### src/design/rtmpp_pkg.sv
// Shared types, constants and helper functions for the packed pixel unit.
package rtmpp_pkg;

  localparam int unsigned FIFO_AW    = 1;
  localparam int unsigned FIFO_DEPTH = 1 << FIFO_AW;

  localparam int unsigned CFG_IDX_W = 3;
  localparam logic [CFG_IDX_W-1:0] CFG_RED_MASK   = 3'd0;
  localparam logic [CFG_IDX_W-1:0] CFG_GREEN_MASK = 3'd1;
  localparam logic [CFG_IDX_W-1:0] CFG_BLUE_MASK  = 3'd2;
  localparam logic [CFG_IDX_W-1:0] CFG_PIX_BYTES  = 3'd3;
  localparam logic [CFG_IDX_W-1:0] CFG_MSB_FIRST  = 3'd4;

  localparam logic [31:0] RED_MASK_RESET   = 32'h0000_F800;
  localparam logic [31:0] GREEN_MASK_RESET = 32'h0000_07E0;
  localparam logic [31:0] BLUE_MASK_RESET  = 32'h0000_001F;
  localparam logic [2:0]  PIX_BYTES_RESET  = 3'd2;
  localparam logic [2:0]  PIX_BYTES_MIN    = 3'd2;
  localparam logic [2:0]  PIX_BYTES_MAX    = 3'd4;

  localparam logic [7:0] OPAQUE_LIMIT = 8'd128;
  localparam logic [7:0] FULL_BYTE    = 8'hFF;

  typedef struct packed {
    logic       en;
    logic [4:0] lo;
    logic [2:0] shr;
  } chan_t;

  typedef struct packed {
    chan_t      red;
    chan_t      green;
    chan_t      blue;
    logic [2:0] nbytes;
    logic       msb_first;
  } cfg_t;

  typedef struct packed {
    logic [31:0] word;
    logic        opaque;
  } entry_t;

  function automatic chan_t chan_fields(input logic [31:0] m);
    logic [4:0] lo;
    logic [4:0] hi;
    logic [4:0] span;
    chan_t      c;
    lo = 5'd0;
    hi = 5'd0;
    for (int b = 31; b >= 0; b--) begin
      if (m[b]) lo = 5'(b);
    end
    for (int b = 0; b < 32; b++) begin
      if (m[b]) hi = 5'(b);
    end
    span  = hi - lo;
    c.en  = |m;
    c.lo  = lo;
    c.shr = (span >= 5'd7) ? 3'd0 : 3'(5'd7 - span);
    return c;
  endfunction

  function automatic logic [31:0] place_channel(input logic [7:0] ch, input chan_t c);
    logic [7:0] cut;
    cut = ch >> c.shr;
    return c.en ? ({24'd0, cut} << c.lo) : 32'd0;
  endfunction

  function automatic logic [2:0] clamp_bytes(input logic [2:0] v);
    logic [2:0] n;
    n = v;
    if (v < PIX_BYTES_MIN) n = PIX_BYTES_MIN;
    if (v > PIX_BYTES_MAX) n = PIX_BYTES_MAX;
    return n;
  endfunction

endpackage

### src/design/rtmpp_cfg.sv
// Configuration register file holding the decoded channel fields, pixel byte count and byte order.
module rtmpp_cfg
  import rtmpp_pkg::*;
(
  input  logic                 clk,
  input  logic                 rst_n,
  input  logic                 cfg_valid,
  output logic                 cfg_ready,
  input  logic [CFG_IDX_W-1:0] cfg_index,
  input  logic [31:0]          cfg_data,
  output cfg_t                 cfg
);

  cfg_t cfg_r;
  cfg_t cfg_nxt;

  assign cfg_ready = 1'b1;
  assign cfg       = cfg_r;

  always_comb begin
    cfg_nxt = cfg_r;
    if (cfg_valid) begin
      unique case (cfg_index)
        CFG_RED_MASK:   cfg_nxt.red       = chan_fields(cfg_data);
        CFG_GREEN_MASK: cfg_nxt.green     = chan_fields(cfg_data);
        CFG_BLUE_MASK:  cfg_nxt.blue      = chan_fields(cfg_data);
        CFG_PIX_BYTES:  cfg_nxt.nbytes    = clamp_bytes(cfg_data[2:0]);
        CFG_MSB_FIRST:  cfg_nxt.msb_first = cfg_data[0];
        default:        cfg_nxt           = cfg_r;
      endcase
    end
  end

  always_ff @(posedge clk) begin
    if (!rst_n) begin
      cfg_r.red       <= chan_fields(RED_MASK_RESET);
      cfg_r.green     <= chan_fields(GREEN_MASK_RESET);
      cfg_r.blue      <= chan_fields(BLUE_MASK_RESET);
      cfg_r.nbytes    <= PIX_BYTES_RESET;
      cfg_r.msb_first <= 1'b0;
    end else begin
      cfg_r <= cfg_nxt;
    end
  end

endmodule

### src/design/rtmpp_front.sv
// Front end that packs the colour channels into a pixel word and classifies opacity.
module rtmpp_front
  import rtmpp_pkg::*;
(
  input  logic [7:0] red,
  input  logic [7:0] green,
  input  logic [7:0] blue,
  input  logic [7:0] alpha,
  input  cfg_t       cfg,
  output entry_t     entry
);

  assign entry.word   = place_channel(red, cfg.red)
                      | place_channel(green, cfg.green)
                      | place_channel(blue, cfg.blue);
  assign entry.opaque = alpha > OPAQUE_LIMIT;

endmodule

### src/design/rtmpp_fifo.sv
// Short queue of packed pixels between the front end and the byte serializer.
module rtmpp_fifo
  import rtmpp_pkg::*;
(
  input  logic   clk,
  input  logic   rst_n,
  input  logic   push,
  input  entry_t wr_data,
  input  logic   pop,
  output entry_t rd_data,
  output logic   empty,
  output logic   full
);

  entry_t             mem_r [FIFO_DEPTH];
  logic [FIFO_AW-1:0] wr_ptr_r;
  logic [FIFO_AW-1:0] rd_ptr_r;
  logic [FIFO_AW:0]   count_r;
  logic [FIFO_AW:0]   count_nxt;

  assign empty   = (count_r == '0);
  assign full    = (count_r == (FIFO_AW+1)'(FIFO_DEPTH));
  assign rd_data = mem_r[rd_ptr_r];

  always_comb begin
    count_nxt = count_r;
    if (push && !pop) count_nxt = count_r + 1'b1;
    if (pop && !push) count_nxt = count_r - 1'b1;
  end

  always_ff @(posedge clk) begin
    if (push) mem_r[wr_ptr_r] <= wr_data;
  end

  always_ff @(posedge clk) begin
    if (!rst_n) begin
      wr_ptr_r <= '0;
      rd_ptr_r <= '0;
      count_r  <= '0;
    end else begin
      if (push) wr_ptr_r <= wr_ptr_r + 1'b1;
      if (pop)  rd_ptr_r <= rd_ptr_r + 1'b1;
      count_r <= count_nxt;
    end
  end

endmodule

### src/design/rtmpp_back.sv
// Back end that serializes each packed pixel into masked output bytes.
module rtmpp_back
  import rtmpp_pkg::*;
(
  input  logic       clk,
  input  logic       rst_n,
  input  cfg_t       cfg,
  input  entry_t     q_data,
  input  logic       q_empty,
  output logic       q_pop,
  output logic       out_valid,
  input  logic       out_stall,
  output logic [7:0] out_image_byte,
  output logic [7:0] out_mask_byte,
  output logic       out_last_byte
);

  entry_t     cur_r;
  logic       cur_valid_r;
  logic [1:0] k_r;
  logic       out_valid_r;
  logic [7:0] image_r;
  logic [7:0] mask_r;
  logic       last_r;

  logic       out_free;
  logic       emit;
  logic       last;
  logic [2:0] pos_full;
  logic [1:0] pos;
  logic [7:0] sel_byte;

  assign out_free = !out_valid_r || !out_stall;
  assign emit     = cur_valid_r && out_free;
  assign last     = ({1'b0, k_r} == (cfg.nbytes - 3'd1));
  assign q_pop    = !q_empty && (!cur_valid_r || (emit && last));
  assign pos_full = cfg.msb_first ? (cfg.nbytes - 3'd1 - {1'b0, k_r}) : {1'b0, k_r};
  assign pos      = pos_full[1:0];

  always_comb begin
    unique case (pos)
      2'd0: sel_byte = cur_r.word[7:0];
      2'd1: sel_byte = cur_r.word[15:8];
      2'd2: sel_byte = cur_r.word[23:16];
      2'd3: sel_byte = cur_r.word[31:24];
    endcase
  end

  always_ff @(posedge clk) begin
    if (q_pop) cur_r <= q_data;
    if (emit) begin
      image_r <= cur_r.opaque ? sel_byte : 8'd0;
      mask_r  <= cur_r.opaque ? 8'd0 : FULL_BYTE;
      last_r  <= last;
    end
  end

  always_ff @(posedge clk) begin
    if (!rst_n) begin
      cur_valid_r <= 1'b0;
      k_r         <= 2'd0;
      out_valid_r <= 1'b0;
    end else begin
      if (emit) begin
        out_valid_r <= 1'b1;
      end else if (!out_stall) begin
        out_valid_r <= 1'b0;
      end
      if (q_pop) begin
        cur_valid_r <= 1'b1;
        k_r         <= 2'd0;
      end else if (emit && last) begin
        cur_valid_r <= 1'b0;
      end else if (emit) begin
        k_r <= k_r + 2'd1;
      end
    end
  end

  assign out_valid      = out_valid_r;
  assign out_image_byte = image_r;
  assign out_mask_byte  = mask_r;
  assign out_last_byte  = last_r;

endmodule

### src/design/rgb_to_masked_packed_pixel_unit.sv
// Top level of the RGBA to masked packed pixel unit.
// Each accepted pixel yields pixel_bytes output beats (2 to 4), one per cycle while out_stall
// is low; the back end byte serializer loads the next queued pixel as the last beat is emitted.
// Pixels are accepted one per cycle into a two-entry queue until it fills, and the front
// end keeps accepting while a finished beat waits in the output register. Configuration is
// always ready and must be written only while no pixel is in flight.
module rgb_to_masked_packed_pixel_unit
  import rtmpp_pkg::*;
(
  input  logic                 clk,
  input  logic                 rst_n,
  input  logic                 in_valid,
  output logic                 in_stall,
  input  logic [7:0]           in_red,
  input  logic [7:0]           in_green,
  input  logic [7:0]           in_blue,
  input  logic [7:0]           in_alpha,
  output logic                 out_valid,
  input  logic                 out_stall,
  output logic [7:0]           out_image_byte,
  output logic [7:0]           out_mask_byte,
  output logic                 out_last_byte,
  input  logic                 cfg_valid,
  output logic                 cfg_ready,
  input  logic [CFG_IDX_W-1:0] cfg_index,
  input  logic [31:0]          cfg_data
);

  cfg_t   cfg;
  entry_t front_entry;
  entry_t q_data;
  logic   q_empty;
  logic   q_full;
  logic   q_pop;
  logic   q_push;

  assign in_stall = q_full;
  assign q_push   = in_valid && !q_full;

  rtmpp_cfg u_cfg (
    .clk       (clk),
    .rst_n     (rst_n),
    .cfg_valid (cfg_valid),
    .cfg_ready (cfg_ready),
    .cfg_index (cfg_index),
    .cfg_data  (cfg_data),
    .cfg       (cfg)
  );

  rtmpp_front u_front (
    .red   (in_red),
    .green (in_green),
    .blue  (in_blue),
    .alpha (in_alpha),
    .cfg   (cfg),
    .entry (front_entry)
  );

  rtmpp_fifo u_fifo (
    .clk     (clk),
    .rst_n   (rst_n),
    .push    (q_push),
    .wr_data (front_entry),
    .pop     (q_pop),
    .rd_data (q_data),
    .empty   (q_empty),
    .full    (q_full)
  );

  rtmpp_back u_back (
    .clk            (clk),
    .rst_n          (rst_n),
    .cfg            (cfg),
    .q_data         (q_data),
    .q_empty        (q_empty),
    .q_pop          (q_pop),
    .out_valid      (out_valid),
    .out_stall      (out_stall),
    .out_image_byte (out_image_byte),
    .out_mask_byte  (out_mask_byte),
    .out_last_byte  (out_last_byte)
  );

endmodule

### config.mk
export PLATFORM = sky130hd
export DESIGN_NAME = rgb_to_masked_packed_pixel_unit
export DESIGN_NICKNAME = d
export VERILOG_FILES = /design/src/design/rtmpp_pkg.sv /design/src/design/rtmpp_cfg.sv /design/src/design/rtmpp_front.sv /design/src/design/rtmpp_fifo.sv /design/src/design/rtmpp_back.sv /design/src/design/rgb_to_masked_packed_pixel_unit.sv
export SDC_FILE = /design/constraint.sdc
export NUM_CORES = 1
export LEC_CHECK = 0
export ABC_AREA = 1
export ABC_CLOCK_PERIOD_IN_PS = 4500
export BUFFER_PORTS_ARGS = -buffer_cell sky130_fd_sc_hd__buf_4
export CAP_MARGIN = 20
export CORE_MARGIN = 5
export CORE_UTILIZATION = 52
export CTS_CLUSTER_DIAMETER = 150
export DETAILED_ROUTE_END_ITERATION = 8
export PLACE_DENSITY = 0.83
export SLEW_MARGIN = 5
export SYNTH_ARGS = -nofsm -noshare
export SYNTH_HDL_FRONTEND = slang
export SYNTH_SLANG_ARGS = --single-unit
### constraint.sdc
create_clock -name clk -period 4.5 [get_ports clk]
set_input_delay 0.45 -clock clk [delete_from_list [all_inputs] [get_ports clk]]
set_output_delay 0.45 -clock clk [all_outputs]
set_load 0.05 [all_outputs]
==> results_dict.tcl, run 1 <==
set metrics [dict create \
    outcome "complete, no violations" \
    finalSetupViolCount 0 \
    die-area_um2 19860 \
    cts_tree "yes" \
    n_antenna_cell 0 \
    io_pins 92 \
    drt_iter0_markers 656 \
    power_leakage_uw 0.004623 \
    worst_pin_slew_ns 1.044 \
    nets 1386 \
    synth_area_leaders "edfxtp_1 (37%), nand2_1 (18%), dfxtp_1 (8.8%), o21ai_0 (8.0%), inv_1 (5.8%)" \
    synth_edf_count 109 \
    post_cts_buffers 0 \
    fp-row-count 47 \
    tns_ns 0 \
    rsz0062_at_grt "no" \
    synthTopCellsByCount "nand2_1 (429), o21ai_0 (143), inv_1 (138)" \
    cpMaxStageDelayCell "fa_1" \
    synth.avg_cell_area_um2 7.177 \
    critPathArrivalTime_ns 3.63 \
    clk_latency_ns 0.42 \
    setup_slack_ns 1.223 \
    vias_per_cell 5.346 \
    drtAntennaViolNets 0 \
    crit_path_start_kind "primary input" \
    met3WireLength_um 1312 \
    cts_root_buf "clkbuf_16" \
    syn_to_final_growth_pct 15.22 \
    die_y_um 140.9 \
    required_ns 4.85 \
    max_freq_ghz 0.3052 \
    wl_met1_um 9174 \
    drv_cap 0 \
    htree_levels 4 \
    critPathCaptureType "register" \
    yosysSeqAreaShare_pct 45.48 \
    clkSlewWorstSetupHoldPaths_ns 0.06 \
    synthesis.area_um2 8914 \
    post-route-drc-count 0 \
    worst-r2r-cell-count 15 \
    multiInputGateArea_um2 4109 \
    peakVddDrop_mv 0.3433 \
    cts_resized 0 \
    syn_nets 1322 \
    place_area_um2 9703 \
    grt_usage_pct 21.59 \
    overflow 0 \
    whs_path_depth 3 \
    cp_max_fo 4 \
    hpwl_um 16170 \
    portBuffers 90 \
    grt_pass1_vias 7528 \
    initial_core_util_pct 53.37 \
    ys_warn_count 0 \
    slowest_delay_ns 0.43 \
    drive_gt1_share_pct 10.92 \
    synth_top_cell_by_area "edfxtp_1" \
    synth_most_common_cell "nand2_1" \
    route.met2.wl_um 10670 \
    gp_congestion 1.001 \
    highest_layer "met4" \
    async_flop_share_pct 0 \
    final_area_um2 10270 \
    cts_buffer_depth 2 \
    relSlewSlack_pct 30.01 \
    synth_top_area_share_pct 36.72 \
    core_um2 16700 \
    fin_crit_sh_pct 72.82 \
    tritoncts.num_buffers 17 \
    routedWlPerCell_um 13.93 \
    ys_seq_elements 148 \
    regArea_um2 4054 \
    finalMaxSlewViolations 0 \
    vias 8227 \
    synth-main-ff-cell "edfxtp_1" \
    finalWirelength_um 21440 \
    nFillCells 1480 \
    power_per_cell_area_nw_per_um2 462.4 \
    synthCells 1242 \
    skew_ns 0.006409 \
    period_minus_slack_ns 3.277 \
    die_x_um 140.9 \
    crit_type "in2reg" \
    hold_class "in2reg" \
    pre_cts_slack_ns 0.8106 \
    grt_max_degree 38 \
    grt_pass1_wl_um 35000 \
    antenna_found_initial 0 \
    hold_buffers 0 \
    hold_viol_final 0 \
    timing.critical_path.mode_cell "nand2_1" \
    cts_num_sinks 148 \
    synth_cell_types 42 \
    firstDrtPassIters 7 \
]
## cells by family after synthesis
group / synth area share (%)
AOI/OAI and AO/OA: 15.38
xor gates and xnor gates: 0.5896
adders and majority gates: 1.207
buffers and inverters: 8.661
DFF: 45.48
muxes: 0.8984
other: 0.04207
and+or+nand+nor: 27.74
## sequential cells by signal, summed over array words and instances (netlist names), 2 cells and up
register               cells
u_fifo.count_r             2
u_back.k_r                 2
u_fifo.mem_r              66
u_cfg.cfg                 31
u_back.cur_r              33
u_back.out_image_byte      8
## worst max-delay path: cells and delay by family
kind / cells / cell delay, ns
xor gates and xnor gates: 1 / 0.19
buffers and inverters: 3 / 0.18
adders and majority gates: 2 / 0.63
and+or+nand+nor: 36 / 2.05
AOI/OAI and AO/OA: 1 / 0.11
## stage by stage
stage / hold WS [ns] / util (%) / cells / total power, uW
floorplan: 0.4226 / - / 1242 / 3009
global placement: 0.4336 / 58.10 / 1507 / 3359
detailed placement: 0.4431 / 58.10 / 1507 / 3416
CTS: 0.3385 / 61.49 / 1539 / 4769
global route: 0.3576 / 61.49 / 1539 / 4997
finish: 0.3443 / 61.49 / 1539 / 4748
## worst paths after layout
kind                                   from                        endpoint  slack [ns]
max                            cfg_data[30]       u_cfg.cfg[5]$_SDFFE_PN1P_        1.22
min                               out_stall   u_back.out_valid$_SDFFE_PN0P_        0.34
max reg2reg       u_cfg.cfg[4]$_SDFFE_PN1P_   u_fifo.mem_r[1][30]$_DFFE_PP_        1.81
min reg2reg  u_fifo.count_r[1]$_SDFFE_PN0P_  u_fifo.count_r[1]$_SDFFE_PN0P_        0.45
## cell usage in the layout, fill, tap and decap left out, types with 3 or more instances in the layout
cell type / Yosys / routed
edfxtp_1: 109 / 109
o22ai_1: 3 / 3
nand3_1: 60 / 60
buf_4: 8 / 96
nor3_1: 11 / 10
a21boi_0: 4 / 4
nor2_1: 113 / 111
clkbuf_16: 0 / 17
clkinv_1: 3 / 5
a41oi_1: 5 / 5
mux2i_1: 8 / 8
nand2_1: 429 / 429
inv_1: 138 / 138
ha_1: 7 / 7
clkinv_4: 0 / 4
o21ai_0: 143 / 143
xor2_1: 5 / 5
o21ai_1: 15 / 15
or2_2: 8 / 8
inv_2: 4 / 4
a21oi_1: 45 / 44
dfxtp_1: 39 / 39
o211ai_1: 13 / 13
a31oi_1: 5 / 5
## report_power, final
part           internal (uW)  leakage, uW  switching (uW)  total (uW)
Clock                    812     0.000272             544        1360
Sequential              1910      0.00136             124        2040
Combinational            386      0.00299             969        1360
Total                   3110      0.00462            1640        4750
## area by class of cell
type                    count  area share [%]
clock buffers              19           4.215
flip-flops and latches    148           39.47
well taps                 220           2.680
repair buffers             96           7.018
inverters                 145           5.300
clock inverters            13           1.304
multi-input cells         898           40.01
## routing by layer
metal,track usage (%),vias to the layer above
met5,0,-
met4,5.762,0
met3,4.470,22
met2,38.13,261
met1,26.97,3752
li1,-,4192
Note: power is estimated with default switching activity, not from simulation.
==> run 2: changes to the inputs <==
Settings changed: ABC_AREA 1 to 0, ABC_CLOCK_PERIOD_IN_PS 4500 to 2930, PLACE_DENSITY 0.83 to 0.85.
Clock period 4.5 ns to 2.93 ns, I/O delays scaled along.
==> run 2 against run 1 <==
Final area grew 11%. Sequential share of layout area shrank 3.9 points. Clock-buffer cell count is the same. Sequential cell count is the same. Largest power group unchanged. Global-route usage grew 2.3 points. Wire length grew 19%. Register-to-register slack lost 1.7 ns. Highest routed layer unchanged. Final cell count shrank 16%. Sequential power grew 50%. Clock skew grew 0.017 ns. Area after synthesis grew 7.0%. Setup slack lost 1.1 ns.
==> results_dict.tcl, run 2 <==
set metrics [dict create \
    outcome "complete, no violations" \
    reg2reg_slack_ns 0.14 \
    drive_gt1_share_pct 28.20 \
    critPathArrivalTime_ns 2.95 \
    grtUsageMet3_pct 5.730 \
    syn_to_final_growth_pct 19.44 \
    finalSetupViolCount 0 \
    final_common_cell "buf_4" \
    finalPower_uw 7309 \
    n_antenna_cell 0 \
    die_y_um 145.4 \
    rsz0062_at_grt "no" \
    synth_top_cell_by_area "edfxtp_1" \
    tns_ns 0 \
    tritoncts.num_buffers 17 \
    routedWlPerCell_um 19.56 \
    vias_per_cell 6.175 \
    crit_type "reg2reg" \
    cts_tree "yes" \
    synth_cell_types 88 \
    grt_usage_pct 23.88 \
    ys_warn_count 0 \
    nFillCells 1453 \
    regArea_um2 4058 \
    hpwl_um 19360 \
    worst_pin_slew_ns 0.8148 \
    required_ns 3.09 \
    setup_slack_ns 0.1418 \
    fp-row-count 49 \
    vias 8027 \
    period_minus_slack_ns 2.788 \
    cp_max_fo 13 \
    post_cts_buffers 0 \
    multiInputGateArea_um2 5084 \
    synth_area_leaders "edfxtp_1 (34%), dfxtp_1 (8.2%), mux2_2 (5.8%), mux4_2 (5.7%), nand2_1 (3.2%)" \
    die-area_um2 21150 \
    largest_reg_flops 66 \
    power_per_cell_area_nw_per_um2 641.6 \
    io_pins 92 \
    post-route-drc-count 0 \
    relSlewSlack_pct 45.22 \
    nets 1138 \
    htree_levels 4 \
    drv_cap 0 \
    finalWirelength_um 25420 \
    synth_most_common_cell "edfxtp_1" \
    power_leakage_uw 0.004342 \
    grt_pass1_vias 7762 \
    clk_latency_ns 0.44 \
    syn_nets 1015 \
    peakVddDrop_mv 0.8573 \
    pre_cts_slack_ns -0.2759 \
    gp_congestion 0.9905 \
    ys_seq_elements 148 \
    critPathCaptureType "register" \
    overflow 0 \
    cts_buffer_depth 2 \
    synth-main-ff-cell "edfxtp_1" \
    drt_iter0_markers 615 \
    hold_class "in2reg" \
    clkSlewWorstSetupHoldPaths_ns 0.06 \
    final_cell_mix "buf_4 (166), edfxtp_1 (109), nand2_1 (82), nor2_1 (74), mux2_2 (49)" \
    skew_ns 0.02305 \
    yosysSeqAreaShare_pct 42.50 \
    async_flop_share_pct 0 \
    synth_edf_count 109 \
    regMostFlops "u_fifo.mem_r" \
    cts_root_buf "clkbuf_16" \
    initial_core_util_pct 52.92 \
    antenna_found_initial 0 \
    grtUsageMet1_pct 31.25 \
    grt_use_met2_pct 39.92 \
    drtAntennaViolNets 0 \
    fin_crit_sh_pct 95.16 \
    portBuffers 90 \
    synth_top_area_share_pct 34.32 \
    hold_viol_final 0 \
    die_x_um 145.4 \
    finalMaxSlewViolations 0 \
    synthTopCellsByCount "edfxtp_1 (109), nand2_1 (82), nor2_1 (76)" \
    cts_num_sinks 148 \
    synthesis.area_um2 9538 \
    core_um2 18020 \
    crit_path_start_kind "register" \
    busiest_layer "met2" \
    postLayoutCoreUtil_pct 63.20 \
    instances_no_fill 1300 \
    firstDrtPassIters 5 \
    grt_max_degree 39 \
    synthCells 935 \
    dp.cells 1268 \
    synth.avg_cell_area_um2 10.20 \
    max_freq_ghz 0.3587 \
    grt_pass1_wl_um 41050 \
]
## run 2: cell types whose count changed after synthesis, moves of 15 or more
cell,before,now
and2_1,0,22
inv_1,138,30
mux2_2,0,49
mux2i_1,8,24
mux4_2,0,24
nand2_1,429,82
nand2b_1,0,23
nand3_1,60,17
nor2_1,113,76
nor2b_1,0,15
o21ai_0,143,29
## run 2: kinds of logic after synthesis
logic type                 after synthesis  synth area share (%)
muxes                                  107                 15.34
xor gates and xnor gates                15                 1.377
buffers and inverters                   92                 4.395
and+or+nand+nor                        317                 16.53
DFF                                    148                 42.50
other                                    1               0.03932
adders and majority gates                8                 1.128
AOI/OAI and AO/OA                      247                 18.69
## run 2: cell type report
class / instances / share of cell area (%)
clock inverters: 13 / 1.516
well taps: 229 / 2.515
repair buffers: 166 / 10.94
multi-input cells: 695 / 44.62
flip-flops and latches: 148 / 35.62
inverters: 30 / 0.9885
clock buffers: 19 / 3.800
## run 2: through the flow
step / hold WS (ns) / instance area [um^2]
final: 0.1672 / 11390
after global routing: 0.1910 / 11390
after CTS: 0.1507 / 11380
after detailed placement: 0.4918 / 10770
after global placement: 0.4801 / 10770
after floorplan: 0.4540 / 9545
## run 2: power breakdown
group | total [uW] | switching, uW | internal, uW
logic | 2000 | 1170 | 832
clock network | 2240 | 890 | 1350
registers | 3060 | 179 | 2880
## run 2: routing by layer
| metal | share of wire [%] | vias up |
|---|---|---|
| met2 | 48 | 326 |
| li1 | - | 3836 |
| met5 | 0 | - |
| met4 | 2.3 | 0 |
| met3 | 7.3 | 46 |
| met1 | 42 | 3819 |
## run 2: worst paths after layout
path | cells after the start | from | endpoint
max | 9 | u_cfg.cfg[7]$_SDFFE_PN0P_ | u_fifo.mem_r[1][23]$_DFFE_PP_
min reg2reg | 1 | u_back.cur_valid_r$_SDFFE_PN0P_ | u_back.out_valid$_SDFFE_PN0P_
max reg2reg | 9 | u_cfg.cfg[7]$_SDFFE_PN0P_ | u_fifo.mem_r[1][23]$_DFFE_PP_
min | 3 | cfg_data[0] | u_cfg.cfg[0]$_SDFFE_PN0P_
## run 2: what timing repair did
action,in CTS,in global routing
hold buffers,0,0
setup endpoints to repair,0,33
resized for setup,0,7
## run 2: critical path: stages (launching register included)
cell,delay [ns]
dfxtp_2,0.46
buf_4,0.25
mux2i_1,0.33
o221a_2,0.27
a21oi_1,0.11
buf_4,0.18
mux2i_1,0.21
mux2_2,0.27
o22ai_1,0.11
a211o_1,0.33
==> run 3: changes to the inputs <==
Settings changed: ABC_AREA 0 to 1, PLACE_DENSITY 0.85 to 0.86.
==> run 3 against run 2 <==
Wire length down 11%. Sequential cell count unchanged. Final cell count up 21%. Clock skew fell by 0.0088 ns. First-iteration DRC count up 7.2%. Combinational power grew 10%. Clock power fell by 3%.
==> results_dict.tcl, run 3 (synthesis results as in run 1) <==
set metrics [dict create \
    outcome "complete, no violations" \
    crit_start "cfg_data[30]" \
    die_y_um 140.9 \
    fin_crit_sh_pct 99.79 \
    n_antenna_cell 0 \
    crit_type "in2reg" \
    cpMaxStageDelayCell "fa_2" \
    post-route-drc-count 0 \
    required_ns 3.19 \
    clk_latency_ns 0.43 \
    syn_to_final_growth_pct 19.19 \
    drive_gt1_share_pct 14.63 \
    timing.critical_path.mode_cell "nand2_1" \
    cts_num_sinks 148 \
    vias_per_cell 5.366 \
    nFillCells 1458 \
    grt_max_degree 38 \
    die_x_um 140.9 \
    hold_class "in2reg" \
    core_um2 16700 \
    grt_pass1_wl_um 36550 \
    period_minus_slack_ns 2.924 \
    critPathArrivalTime_ns 3.19 \
    peakVddDrop_mv 0.6347 \
    min_from "out_stall" \
    relSlewSlack_pct 29.85 \
    overflow 0 \
    firstDrtPassIters 6 \
    grt_usage_pct 22.59 \
    regMostFlops "u_fifo.mem_r" \
    rsz0062_at_grt "yes" \
    cts_root_buf "clkbuf_16" \
    hpwl_um 16970 \
    worst_pin_slew_ns 1.046 \
    grt_pass1_vias 7804 \
    tritoncts.num_buffers 17 \
    final_common_cell "nand2_1" \
    htree_levels 4 \
    nets 1414 \
    cp_max_fo 3 \
    gp_congestion 0.9981 \
    pre_cts_slack_ns -0.4368 \
    hold_buffers 0 \
    drt_iter0_markers 659 \
    crit_path_start_kind "primary input" \
    power_leakage_uw 0.004800 \
    routedWlPerCell_um 14.44 \
    clkSlewWorstSetupHoldPaths_ns 0.06 \
    initial_core_util_pct 53.37 \
    largest_reg_flops 66 \
    vias 8409 \
    power_per_cell_area_nw_per_um2 705.6 \
    hold_viol_final 0 \
    finalMaxSlewViolations 0 \
    final_cell_mix "nand2_1 (423), o21ai_0 (142), inv_1 (134), buf_4 (120)" \
    skew_ns 0.01428 \
    finalWirelength_um 22630 \
    cts_buffer_depth 2 \
    drv_cap 0 \
    r2r_start "u_cfg.cfg[23]$_SDFFE_PN1P_" \
    antenna_found_initial 0 \
    drtAntennaViolNets 0 \
    fp-row-count 47 \
    slowest_delay_ns 0.46 \
    io_pins 92 \
    portBuffers 90 \
    finalSetupViolCount 0 \
    setup_slack_ns 0.006024 \
    critPathCaptureType "register" \
    die-area_um2 19860 \
    cts_tree "yes" \
    max_freq_ghz 0.3420 \
    finalPower_uw 7496 \
]
-- run 3: area by class of cell --
class / count / area (um^2) / area share, %
clock inverters: 15 / 168.9 / 1.590
well taps: 220 / 275.3 / 2.591
clock buffers: 17 / 425.4 / 4.004
flip-flops and latches: 148 / 4056 / 38.18
multi-input cells: 898 / 4183 / 39.37
inverters: 145 / 549.3 / 5.170
repair buffers: 124 / 965.9 / 9.092
-- run 3: metrics by stage --
stage	std cells	instance area [um^2]	TNS [ns]	utilization, %	hold slack, ns
finish	1567	10620	0	63.61	0.1698
global route	1567	10620	-2.542	63.61	0.2002
CTS	1565	10530	-0.008697	63.07	0.1580
detailed placement	1533	9938	-3.638	59.51	0.4445
global placement	1533	9938	-2.356	59.51	0.4320
floorplan	1242	8965	-0.001266	-	0.4226
-- run 3: worst max-delay path: cells and delay by family --
family                   cells  cell delay (ns)
AO/OA/AOI/OAI                1             0.08
adder cells (fa/ha/maj)      2             0.60
buffers and inverters        4             0.29
AND/OR/NAND/NOR             35             1.91
-- run 3: metal layers --
layer	vias up	global-route usage (%)	wire [um]
met5	-	0	0
met4	0	8.006	510
met3	41	4.436	1375
met2	272	39.26	11240
met1	3839	28.06	9510
li1	4257	-	-
-- run 3: final timing paths --
kind	slack, ns	cells past startpoint	end
setup / recovery	0.006	42	u_cfg.cfg[4]$_SDFFE_PN1P_
hold / removal	0.17	3	u_back.out_valid$_SDFFE_PN0P_
setup reg to reg	0.27	13	u_fifo.mem_r[1][23]$_DFFE_PP_
hold reg to reg	0.46	1	u_fifo.count_r[1]$_SDFFE_PN0P_
-- run 3: repair_timing --
item                       in CTS  in global routing
gates resized for setup         0                 21
buffers inserted                0                  1
setup endpoints to repair       1                 29
hold endpoints to repair        0                  0
pin swaps                       0                  7
-- run 3: report_power, final --
part	leakage (uW)	internal, uW	total (uW)	switching [uW]
combinational	0.00315	666	2200	1530
sequential	0.00136	2940	3130	189
clock	0.000290	1280	2170	897
